==> src/rtl/smvm_pkg.sv <==
// Shared widths, codes and types for the streaming mean, variance and min/max block.
package smvm_pkg;

   localparam int SAMPLE_BITS    = 24;
   localparam int MAX_ITEMS      = 1048576;
   localparam int INDEX_BITS     = $clog2(MAX_ITEMS);
   localparam int COUNT_BITS     = INDEX_BITS + 1;
   localparam int DIFF_BITS      = SAMPLE_BITS + 1;
   localparam int SQ_BITS        = 2 * DIFF_BITS - 1;
   localparam int VAR_OUT_BITS   = SQ_BITS + 1;
   localparam int ABS_SUM_BITS   = DIFF_BITS + INDEX_BITS;
   localparam int ABS_OUT_BITS   = DIFF_BITS;
   localparam int DIV_BITS       = SQ_BITS;
   localparam int DIV_CNT_BITS   = $clog2(DIV_BITS + 1);
   localparam int SQ_CNT_BITS    = $clog2(DIFF_BITS + 1);
   localparam int STATUS_BITS    = 2;
   localparam int CSR_INDEX_BITS = 1;
   localparam int CSR_DATA_BITS  = SAMPLE_BITS;

   localparam logic [STATUS_BITS-1:0] STATUS_OK       = 2'd0;
   localparam logic [STATUS_BITS-1:0] STATUS_SINGLE   = 2'd1;
   localparam logic [STATUS_BITS-1:0] STATUS_OVERFLOW = 2'd2;

   localparam logic [CSR_INDEX_BITS-1:0] CSR_REFERENCE_MEAN = 1'd0;
   localparam logic [CSR_INDEX_BITS-1:0] CSR_UNBIASED       = 1'd1;

   typedef struct packed {
      logic                  start;
      logic [DIV_BITS-1:0]   dividend;
      logic [COUNT_BITS-1:0] divisor;
   } div_req_type;

endpackage

==> src/rtl/stream_mean_variance_minmax.sv <==
// Top level of the streaming mean, variance, absolute deviation and min/max block.
//
// Each sample transaction occupies the block from the cycle in which it is accepted through
// a shift-and-add square of the deviation from the reference mean (the deviation is at
// most 25 bits), a step that forms the variance step and starts its divide, a restoring
// divide of that step by the running count, which is the path that sets the rate, and a
// step that applies the mean and variance steps. The divide of the mean step runs on a
// second divider alongside the square. A sample with last set then has both dividers work
// out the absolute deviation and the unbiased correction in parallel, and the result is
// loaded into the output registers. A result waiting on the response channel does not stop
// the next data set from being accepted; only the loading of the following result waits
// for it to be taken. Samples that arrive after the maximum count are dropped and flag the
// result with the overflow status. Configuration writes are expected only while the block
// is idle.
module stream_mean_variance_minmax (
   input  logic                                  clock,
   input  logic                                  reset,
   input  logic                                  req_valid,
   output logic                                  req_ready,
   input  logic signed [smvm_pkg::SAMPLE_BITS-1:0]   req_sample,
   input  logic                                  req_last,
   output logic                                  rsp_valid,
   input  logic                                  rsp_ready,
   output logic signed [smvm_pkg::SAMPLE_BITS-1:0]   rsp_mean,
   output logic [smvm_pkg::VAR_OUT_BITS-1:0]     rsp_variance,
   output logic [smvm_pkg::ABS_OUT_BITS-1:0]     rsp_abs_deviation,
   output logic signed [smvm_pkg::SAMPLE_BITS-1:0]   rsp_minimum,
   output logic signed [smvm_pkg::SAMPLE_BITS-1:0]   rsp_maximum,
   output logic [smvm_pkg::INDEX_BITS-1:0]       rsp_min_position,
   output logic [smvm_pkg::INDEX_BITS-1:0]       rsp_max_position,
   output logic [smvm_pkg::COUNT_BITS-1:0]       rsp_sample_count,
   output logic [smvm_pkg::STATUS_BITS-1:0]      rsp_status,
   input  logic                                  csr_write_enable,
   input  logic [smvm_pkg::CSR_INDEX_BITS-1:0]   csr_index,
   input  logic [smvm_pkg::CSR_DATA_BITS-1:0]    csr_data
);
   import smvm_pkg::*;

   localparam logic [2:0] ST_IDLE   = 3'd0;
   localparam logic [2:0] ST_SQUARE = 3'd1;
   localparam logic [2:0] ST_VDIV   = 3'd2;
   localparam logic [2:0] ST_FSTART = 3'd3;
   localparam logic [2:0] ST_FWAIT  = 3'd4;

   // Control and configuration.
   logic [2:0]             state_ff, state_in;
   logic [SAMPLE_BITS-1:0] ref_mean_ff, ref_mean_in;
   logic                   unbiased_ff, unbiased_in;
   logic                   last_ff, last_in;
   logic                   mean_neg_ff, mean_neg_in;

   // Running statistics.
   logic [SAMPLE_BITS-1:0]  mean_ff, mean_in;
   logic [SQ_BITS-1:0]      var_ff, var_in;
   logic [ABS_SUM_BITS-1:0] abs_sum_ff, abs_sum_in;
   logic [SAMPLE_BITS-1:0]  min_ff, min_in;
   logic [SAMPLE_BITS-1:0]  max_ff, max_in;
   logic [INDEX_BITS-1:0]   min_pos_ff, min_pos_in;
   logic [INDEX_BITS-1:0]   max_pos_ff, max_pos_in;
   logic [COUNT_BITS-1:0]   count_ff, count_in;
   logic                    overflow_ff, overflow_in;

   // Bit-serial squarer.
   logic [SQ_BITS-1:0]     sq_acc_ff, sq_acc_in;
   logic [SQ_BITS-1:0]     sq_mcand_ff, sq_mcand_in;
   logic [DIFF_BITS-1:0]   sq_mplier_ff, sq_mplier_in;
   logic [SQ_CNT_BITS-1:0] sq_cnt_ff, sq_cnt_in;

   // Response registers.
   logic                    rsp_valid_ff, rsp_valid_in;
   logic [SAMPLE_BITS-1:0]  rsp_mean_ff, rsp_mean_in;
   logic [VAR_OUT_BITS-1:0] rsp_variance_ff, rsp_variance_in;
   logic [ABS_OUT_BITS-1:0] rsp_abs_ff, rsp_abs_in;
   logic [SAMPLE_BITS-1:0]  rsp_min_ff, rsp_min_in;
   logic [SAMPLE_BITS-1:0]  rsp_max_ff, rsp_max_in;
   logic [INDEX_BITS-1:0]   rsp_min_pos_ff, rsp_min_pos_in;
   logic [INDEX_BITS-1:0]   rsp_max_pos_ff, rsp_max_pos_in;
   logic [COUNT_BITS-1:0]   rsp_count_ff, rsp_count_in;
   logic [STATUS_BITS-1:0]  rsp_status_ff, rsp_status_in;

   // Dividers.
   div_req_type         div_a_req, div_b_req;
   logic                div_a_busy, div_b_busy;
   logic [DIV_BITS-1:0] div_a_quot, div_b_quot;

   // Datapath helpers.
   logic                   accept;
   logic                   full;
   logic [DIFF_BITS-1:0]   x_ext;
   logic [DIFF_BITS-1:0]   mean_diff, mean_mag;
   logic [DIFF_BITS-1:0]   dev_diff, dev_mag;
   logic [COUNT_BITS-1:0]  count_next;
   logic                   var_neg;
   logic [SQ_BITS-1:0]     var_mag;
   logic [DIFF_BITS-1:0]   mean_step;
   logic                   dividers_idle;
   logic                   load_rsp;

   smvm_div u_div_a (
      .clock    (clock),
      .reset    (reset),
      .req      (div_a_req),
      .busy     (div_a_busy),
      .quotient (div_a_quot)
   );

   smvm_div u_div_b (
      .clock    (clock),
      .reset    (reset),
      .req      (div_b_req),
      .busy     (div_b_busy),
      .quotient (div_b_quot)
   );

   assign req_ready     = (state_ff == ST_IDLE);
   assign accept        = req_valid && req_ready;
   assign full          = (count_ff >= COUNT_BITS'(MAX_ITEMS));
   assign dividers_idle = !div_a_busy && !div_b_busy;
   // A finished result is only loaded once the previous one has left.
   assign load_rsp      = (state_ff == ST_FWAIT) && dividers_idle
                          && (!rsp_valid_ff || rsp_ready);

   // Deviations of the incoming sample from the running and the reference mean.
   always_comb begin
      x_ext      = {req_sample[SAMPLE_BITS-1], req_sample};
      mean_diff  = x_ext - {mean_ff[SAMPLE_BITS-1], mean_ff};
      mean_mag   = mean_diff[DIFF_BITS-1] ? DIFF_BITS'(-mean_diff) : mean_diff;
      dev_diff   = x_ext - {ref_mean_ff[SAMPLE_BITS-1], ref_mean_ff};
      dev_mag    = dev_diff[DIFF_BITS-1] ? DIFF_BITS'(-dev_diff) : dev_diff;
      count_next = count_ff + 1'b1;
      var_neg    = (sq_acc_ff < var_ff);
      var_mag    = var_neg ? (var_ff - sq_acc_ff) : (sq_acc_ff - var_ff);
      mean_step  = mean_neg_ff ? DIFF_BITS'(-div_a_quot[DIFF_BITS-1:0])
                               : div_a_quot[DIFF_BITS-1:0];
   end

   always_comb begin
      state_in     = state_ff;
      ref_mean_in  = ref_mean_ff;
      unbiased_in  = unbiased_ff;
      last_in      = last_ff;
      mean_neg_in  = mean_neg_ff;
      mean_in      = mean_ff;
      var_in       = var_ff;
      abs_sum_in   = abs_sum_ff;
      min_in       = min_ff;
      max_in       = max_ff;
      min_pos_in   = min_pos_ff;
      max_pos_in   = max_pos_ff;
      count_in     = count_ff;
      overflow_in  = overflow_ff;
      sq_acc_in    = sq_acc_ff;
      sq_mcand_in  = sq_mcand_ff;
      sq_mplier_in = sq_mplier_ff;
      sq_cnt_in    = sq_cnt_ff;
      div_a_req    = '0;
      div_b_req    = '0;

      if (csr_write_enable) begin
         unique case (csr_index)
            CSR_REFERENCE_MEAN: ref_mean_in = csr_data[SAMPLE_BITS-1:0];
            CSR_UNBIASED:       unbiased_in = csr_data[0];
            default:            ;
         endcase
      end

      unique case (state_ff)
         ST_IDLE: begin
            if (accept) begin
               last_in = req_last;
               if (full) begin
                  // Samples beyond the maximum count are dropped.
                  overflow_in = 1'b1;
                  if (req_last) begin
                     state_in = ST_FSTART;
                  end
               end else begin
                  count_in   = count_next;
                  abs_sum_in = abs_sum_ff + ABS_SUM_BITS'(dev_mag);
                  if (count_ff == '0) begin
                     min_in     = req_sample;
                     max_in     = req_sample;
                     min_pos_in = '0;
                     max_pos_in = '0;
                  end else begin
                     if ($signed(req_sample) < $signed(min_ff)) begin
                        min_in     = req_sample;
                        min_pos_in = count_ff[INDEX_BITS-1:0];
                     end
                     if ($signed(req_sample) > $signed(max_ff)) begin
                        max_in     = req_sample;
                        max_pos_in = count_ff[INDEX_BITS-1:0];
                     end
                  end
                  mean_neg_in        = mean_diff[DIFF_BITS-1];
                  div_a_req.start    = 1'b1;
                  div_a_req.dividend = DIV_BITS'(mean_mag);
                  div_a_req.divisor  = count_next;
                  sq_acc_in          = '0;
                  sq_mcand_in        = SQ_BITS'(dev_mag);
                  sq_mplier_in       = dev_mag;
                  sq_cnt_in          = SQ_CNT_BITS'(DIFF_BITS);
                  state_in           = ST_SQUARE;
               end
            end
         end
         ST_SQUARE: begin
            if (sq_cnt_ff != '0) begin
               if (sq_mplier_ff[0]) begin
                  sq_acc_in = sq_acc_ff + sq_mcand_ff;
               end
               sq_mcand_in  = {sq_mcand_ff[SQ_BITS-2:0], 1'b0};
               sq_mplier_in = {1'b0, sq_mplier_ff[DIFF_BITS-1:1]};
               sq_cnt_in    = sq_cnt_ff - 1'b1;
            end else begin
               div_b_req.start    = 1'b1;
               div_b_req.dividend = var_mag;
               div_b_req.divisor  = count_ff;
               state_in           = ST_VDIV;
            end
         end
         ST_VDIV: begin
            if (dividers_idle) begin
               mean_in  = mean_ff + mean_step[SAMPLE_BITS-1:0];
               var_in   = var_neg ? (var_ff - div_b_quot) : (var_ff + div_b_quot);
               state_in = last_ff ? ST_FSTART : ST_IDLE;
            end
         end
         ST_FSTART: begin
            div_a_req.start    = 1'b1;
            div_a_req.dividend = DIV_BITS'(abs_sum_ff);
            div_a_req.divisor  = count_ff;
            if (unbiased_ff && (count_ff > COUNT_BITS'(1))) begin
               div_b_req.start    = 1'b1;
               div_b_req.dividend = var_ff;
               div_b_req.divisor  = count_ff - 1'b1;
            end
            state_in = ST_FWAIT;
         end
         ST_FWAIT: begin
            if (load_rsp) begin
               // The data set is closed: clear the running statistics but not the configuration.
               mean_in     = '0;
               var_in      = '0;
               abs_sum_in  = '0;
               min_in      = '0;
               max_in      = '0;
               min_pos_in  = '0;
               max_pos_in  = '0;
               count_in    = '0;
               overflow_in = 1'b0;
               state_in    = ST_IDLE;
            end
         end
         default: begin
            state_in = ST_IDLE;
         end
      endcase
   end

   // Result assembly from the closing divides.
   always_comb begin
      rsp_valid_in    = rsp_valid_ff;
      rsp_mean_in     = rsp_mean_ff;
      rsp_variance_in = rsp_variance_ff;
      rsp_abs_in      = rsp_abs_ff;
      rsp_min_in      = rsp_min_ff;
      rsp_max_in      = rsp_max_ff;
      rsp_min_pos_in  = rsp_min_pos_ff;
      rsp_max_pos_in  = rsp_max_pos_ff;
      rsp_count_in    = rsp_count_ff;
      rsp_status_in   = rsp_status_ff;
      if (load_rsp) begin
         rsp_valid_in    = 1'b1;
         rsp_mean_in     = mean_ff;
         rsp_abs_in      = div_a_quot[ABS_OUT_BITS-1:0];
         rsp_min_in      = min_ff;
         rsp_max_in      = max_ff;
         rsp_min_pos_in  = min_pos_ff;
         rsp_max_pos_in  = max_pos_ff;
         rsp_count_in    = count_ff;
         rsp_status_in   = STATUS_OK;
         rsp_variance_in = {1'b0, var_ff};
         if (unbiased_ff) begin
            if (count_ff <= COUNT_BITS'(1)) begin
               // The unbiased estimate is undefined for a single sample.
               rsp_variance_in = '1;
               rsp_status_in   = STATUS_SINGLE;
            end else begin
               rsp_variance_in = {1'b0, var_ff} + {1'b0, div_b_quot};
            end
         end
         if (overflow_ff) begin
            rsp_status_in = STATUS_OVERFLOW;
         end
      end else if (rsp_ready) begin
         rsp_valid_in = 1'b0;
      end
   end

   always_ff @(posedge clock) begin
      if (reset) begin
         state_ff     <= ST_IDLE;
         ref_mean_ff  <= '0;
         unbiased_ff  <= 1'b1;
         last_ff      <= 1'b0;
         mean_ff      <= '0;
         var_ff       <= '0;
         abs_sum_ff   <= '0;
         min_ff       <= '0;
         max_ff       <= '0;
         min_pos_ff   <= '0;
         max_pos_ff   <= '0;
         count_ff     <= '0;
         overflow_ff  <= 1'b0;
         sq_cnt_ff    <= '0;
         rsp_valid_ff <= 1'b0;
      end else begin
         state_ff     <= state_in;
         ref_mean_ff  <= ref_mean_in;
         unbiased_ff  <= unbiased_in;
         last_ff      <= last_in;
         mean_ff      <= mean_in;
         var_ff       <= var_in;
         abs_sum_ff   <= abs_sum_in;
         min_ff       <= min_in;
         max_ff       <= max_in;
         min_pos_ff   <= min_pos_in;
         max_pos_ff   <= max_pos_in;
         count_ff     <= count_in;
         overflow_ff  <= overflow_in;
         sq_cnt_ff    <= sq_cnt_in;
         rsp_valid_ff <= rsp_valid_in;
      end
      mean_neg_ff     <= mean_neg_in;
      sq_acc_ff       <= sq_acc_in;
      sq_mcand_ff     <= sq_mcand_in;
      sq_mplier_ff    <= sq_mplier_in;
      rsp_mean_ff     <= rsp_mean_in;
      rsp_variance_ff <= rsp_variance_in;
      rsp_abs_ff      <= rsp_abs_in;
      rsp_min_ff      <= rsp_min_in;
      rsp_max_ff      <= rsp_max_in;
      rsp_min_pos_ff  <= rsp_min_pos_in;
      rsp_max_pos_ff  <= rsp_max_pos_in;
      rsp_count_ff    <= rsp_count_in;
      rsp_status_ff   <= rsp_status_in;
   end

   assign rsp_valid         = rsp_valid_ff;
   assign rsp_mean          = rsp_mean_ff;
   assign rsp_variance      = rsp_variance_ff;
   assign rsp_abs_deviation = rsp_abs_ff;
   assign rsp_minimum       = rsp_min_ff;
   assign rsp_maximum       = rsp_max_ff;
   assign rsp_min_position  = rsp_min_pos_ff;
   assign rsp_max_position  = rsp_max_pos_ff;
   assign rsp_sample_count  = rsp_count_ff;
   assign rsp_status        = rsp_status_ff;

endmodule

==> src/rtl/smvm_div.sv <==
// Restoring bit-serial divider: one quotient bit per clock cycle.
module smvm_div (
   input  logic                          clock,
   input  logic                          reset,
   input  smvm_pkg::div_req_type         req,
   output logic                          busy,
   output logic [smvm_pkg::DIV_BITS-1:0] quotient
);
   import smvm_pkg::*;

   logic                    busy_ff, busy_in;
   logic [DIV_CNT_BITS-1:0] cnt_ff, cnt_in;
   logic [DIV_BITS-1:0]     work_ff, work_in;
   logic [COUNT_BITS-1:0]   rem_ff, rem_in;
   logic [COUNT_BITS-1:0]   divisor_ff, divisor_in;
   logic [COUNT_BITS:0]     shifted;
   logic [COUNT_BITS:0]     trial;

   // The dividend shifts out at the top while quotient bits enter at the bottom.
   always_comb begin
      shifted    = {rem_ff, work_ff[DIV_BITS-1]};
      trial      = shifted - {1'b0, divisor_ff};
      busy_in    = busy_ff;
      cnt_in     = cnt_ff;
      work_in    = work_ff;
      rem_in     = rem_ff;
      divisor_in = divisor_ff;
      if (req.start) begin
         busy_in    = 1'b1;
         cnt_in     = DIV_CNT_BITS'(DIV_BITS);
         work_in    = req.dividend;
         rem_in     = '0;
         divisor_in = req.divisor;
      end else if (busy_ff) begin
         cnt_in  = cnt_ff - 1'b1;
         busy_in = (cnt_ff != DIV_CNT_BITS'(1));
         if (!trial[COUNT_BITS]) begin
            rem_in  = trial[COUNT_BITS-1:0];
            work_in = {work_ff[DIV_BITS-2:0], 1'b1};
         end else begin
            rem_in  = shifted[COUNT_BITS-1:0];
            work_in = {work_ff[DIV_BITS-2:0], 1'b0};
         end
      end
   end

   always_ff @(posedge clock) begin
      if (reset) begin
         busy_ff <= 1'b0;
         cnt_ff  <= '0;
      end else begin
         busy_ff <= busy_in;
         cnt_ff  <= cnt_in;
      end
      work_ff    <= work_in;
      rem_ff     <= rem_in;
      divisor_ff <= divisor_in;
   end

   assign busy     = busy_ff;
   assign quotient = work_ff;

endmodule

==> config.mk <==
export PLATFORM = sky130hd
export DESIGN_NAME = stream_mean_variance_minmax
export DESIGN_NICKNAME = d
export VERILOG_FILES = /design/src/rtl/smvm_pkg.sv /design/src/rtl/stream_mean_variance_minmax.sv /design/src/rtl/smvm_div.sv
export SDC_FILE = /design/constraint.sdc
export NUM_CORES = 2
export LEC_CHECK = 0
export BUFFER_PORTS_ARGS = -buffer_cell sky130_fd_sc_hd__buf_2
export CORE_MARGIN = 2
export CORE_UTILIZATION = 45
export CTS_BUF_LIST = sky130_fd_sc_hd__clkbuf_4
export DETAILED_ROUTE_END_ITERATION = 10
export PLACE_DENSITY = 0.61
export SYNTH_ARGS = -nofsm -noshare
export SYNTH_HDL_FRONTEND = slang
export SYNTH_SLANG_ARGS = --single-unit
==> constraint.sdc <==
create_clock -name clock -period 8.85 [get_ports clock]
set_input_delay 1.77 -clock clock [delete_from_list [all_inputs] [get_ports clock]]
set_output_delay 1.77 -clock clock [all_outputs]
set_load 0.02 [all_outputs]
==> metrics.md <==
| Metric | Value |
|---|---|
| Max VDD drop | `0.000199 V` |
| Hold_ws | `0.419 ns` |
| Cells after DPL | `7685` |
| Worst reg2reg setup slack | `1.85 ns` |
| Register area share after synthesis | `0.384` |
| Grt total ovfl | `0` |
| Startpoint types | `flop` |
| Gpl congestion | `0.972` |
| Initial DRC count | `4301` |
| Gr usage total | `0.269` |
| Hold_buf cts | `0` |
| Syn nets | `6604` |
| Port-buffer cells | `266` |
| Setup TNS | `0 ns` |
| Upper clock frequency limit | `143 MHz` |
| Synth Register Bits | `793` |
| Status | `finished clean` |
| Core Box Area | `118000 sq um` |
| DRC errors left | `0` |
| Clock skew | `0.0951 ns` |
| Count of clock tree sinks | `793` |
| Starting Density | `0.454` |
| Slew margin rel. | `0.188` |
| Commonest non-fill, non-tap cell in the layout | `a21oi_1` |
| Max cap viols | `0` |
| Critical path class | `flop to flop` |
| Routed Antenna Nets | `0` |
| WP data arrival | `8.07 ns` |
| LEAKAGE | `24.8 nW` |
| Vias in the first global route | `44300` |
| Number of H-tree levels | `4` |
| Min Tclk post-route | `7.00 ns` |
| Max Root-Sink Buffers | `3` |
| Final WL | `168 mm` |
| Crit-path max FO | `37` |
| Fill count | `11500` |
| Cell area after layout | `59400 sq um` |
| Cts repair resizes | `0` |
| First-pass GRT wire length | `257 mm` |
| Layout area overhead | `10.7%` |
| CP endpoint kind | `flop` |
| Power density cells | `386 nW/um^2` |
| Post-layout net count | `6872` |
| Final hold viol count | `0` |
| Dpl cell area | `56500 sq um` |
| Avg Inst Size Synth | `8.81 sq um` |
| Worst-skew pair later-pin latency | `1.19 ns` |
| Commonest non-fill, non-tap cells in the layout | `a21oi_1 (617), nor2_1 (522), nand2_1 (513)` |
| WL per Instance | `20.7 microns` |
| Final critical-path share of the clock period | `0.791` |
| Fraction of layout cells with a size suffix above 1 | `0.119` |
| First-pass DRT Iterations | `6` |
| Post-synth cell types | `95` |
| CTS clk-pin slew, worst paths | `0.07 ns` |
| Die span in x | `349 microns` |
| CTS Buf Count | `215` |
| Worst-Margin Slew | `1.22 ns` |
| Die area | `122000 sq um` |
| Synth Instances | `6098` |
| Root Buffer | `clkbuf_4` |
| Std cell rows | `126` |
| Ys flop type | `edfxtp_1` |
| DR vias/cell | `5.85` |
| Synthesized area | `53700 sq um` |
| Die H | `349 microns` |
| Hold WC Path Type | `flop to flop` |
| Ports | `267` |
| Setup Fix Bufs, Post-CTS | `0` |
| DR vias | `47400` |
| CTS tree | `built` |
| FFs w/ async S/R, synth | `0` |
| DP Wirelength | `127 mm` |
| Largest net degree at the start of global routing | `95` |
| Worst path required time | `9.91 ns` |
| Non-filler instance count after layout | `8101` |
| RSZ-0062 raised after global routing | `no` |
| Final Max Tran Viols | `0` |
| Initial antenna violation count | `9` |
| Synth Warn # | `0` |
| Number of synthesized flops with an enable pin | `474` |
| Setup Viol. Count Final | `0` |
## cells in the mapped netlist (80+ instances only)
library cell,number,area share
inv_1,364,0.025
a22oi_1,134,0.019
ha_1,440,0.10
nand2_1,517,0.036
nand4_1,80,0.0093
a31oi_1,82,0.0096
xor2_1,153,0.025
edfxtp_1,474,0.27
a21o_1,227,0.032
nand3_1,191,0.018
nor2_1,528,0.037
a21oi_1,617,0.058
xnor2_1,276,0.045
o21ai_0,408,0.038
clkbuf_1,239,0.017
dfxtp_1,319,0.12
nor3_1,96,0.0089
## through the flow
step                 util  total power, W  setup slack (ns)
global placement    0.478          0.0192              1.11
detailed placement  0.478          0.0193              1.04
finish              0.503          0.0229              1.85
CTS                 0.502          0.0228              2.00
floorplan               -          0.0159              1.11
global route        0.503          0.0247              1.33
## cells by family (layout without fill, tap and decap cells)
logic type,Yosys count,after routing,synth area share
AO/OA/AOI/OAI,1943,1943,0.227
adder cells (fa/ha/maj),451,451,0.107
multiplexers,66,66,0.0127
flip-flops,793,793,0.384
buffers and inverters,658,1114,0.0476
other,0,11,0
XOR/XNOR,429,429,0.0700
AND/OR/NAND/NOR,1758,1758,0.152
## layer usage
layer,track usage,up-vias,routed length [microns]
li1,-,22900,-
met1,0.402,22600,80800
met2,0.397,1672,70900
met3,0.0457,243,12700
met4,0.0770,2,3600
met5,0,-,13
## cell type report
cell class	count	area, sq um	area share
Sequential cell	793	20600	0.347
Clock buffer	316	2370	0.0399
Timing Repair Buffer	342	1910	0.0322
Tap cell	1536	1920	0.0323
Inverter	367	1390	0.0233
Clock inverter	89	534	0.00899
Multi-Input combinational cell	4647	30600	0.516
Antenna cell	11	27.5	0.000463
## sequential cells by signal, indices dropped and copies added, names as in the netlist, 25 cells and up
register           count
u_div_b.quotient      49
u_div_a.quotient      49
sq_acc_ff             49
var_ff                49
sq_mplier_ff          25
sq_mcand_ff           49
rsp_variance          50
abs_sum_ff            45
rsp_abs_deviation     25
## report_power, final
group	switching, W	internal (W)	leakage (nW)	total (W)
Sequential	0.00101	0.00521	7.18	0.00622
Clock	0.00165	0.00177	1.71	0.00342
Combinational	0.00813	0.00514	15.9	0.0133
## path summary, 6_finish.rpt
path | start | to | cells past startpoint
worst max register to register | var_ff[8]$_SDFFE_PP0P_ | var_ff[45]$_SDFFE_PP0P_ | 23
worst min-delay path | max_pos_ff[8]$_SDFFE_PP0P_ | rsp_max_position[8]$_DFFE_PP_ | 0
worst min register to register | max_pos_ff[8]$_SDFFE_PP0P_ | rsp_max_position[8]$_DFFE_PP_ | 0
worst max-delay path | var_ff[8]$_SDFFE_PP0P_ | var_ff[45]$_SDFFE_PP0P_ | 23
## critical path, stage by stage, from the launching register on
cell and delay, ns:
dfxtp_1 0.58, inv_1 0.09, ha_1 0.45, a21oi_1 0.23, o21ai_0 0.23, a221oi_1 0.51
o31ai_1 0.15, o2111ai_1 0.20, buf_4 0.18, and2_2 0.57, o31ai_1 0.19, xnor2_1 0.17
ha_1 0.35, a2111oi_0 0.36, o21ai_0 0.21, a21oi_1 0.46, a211oi_1 0.25, o2111ai_1 0.29
a21boi_0 0.22, o21ai_1 0.39, o21ai_0 0.24, o31ai_1 0.29, xnor2_1 0.10, a22o_1 0.17
Power figures use the tool's default switching activity.
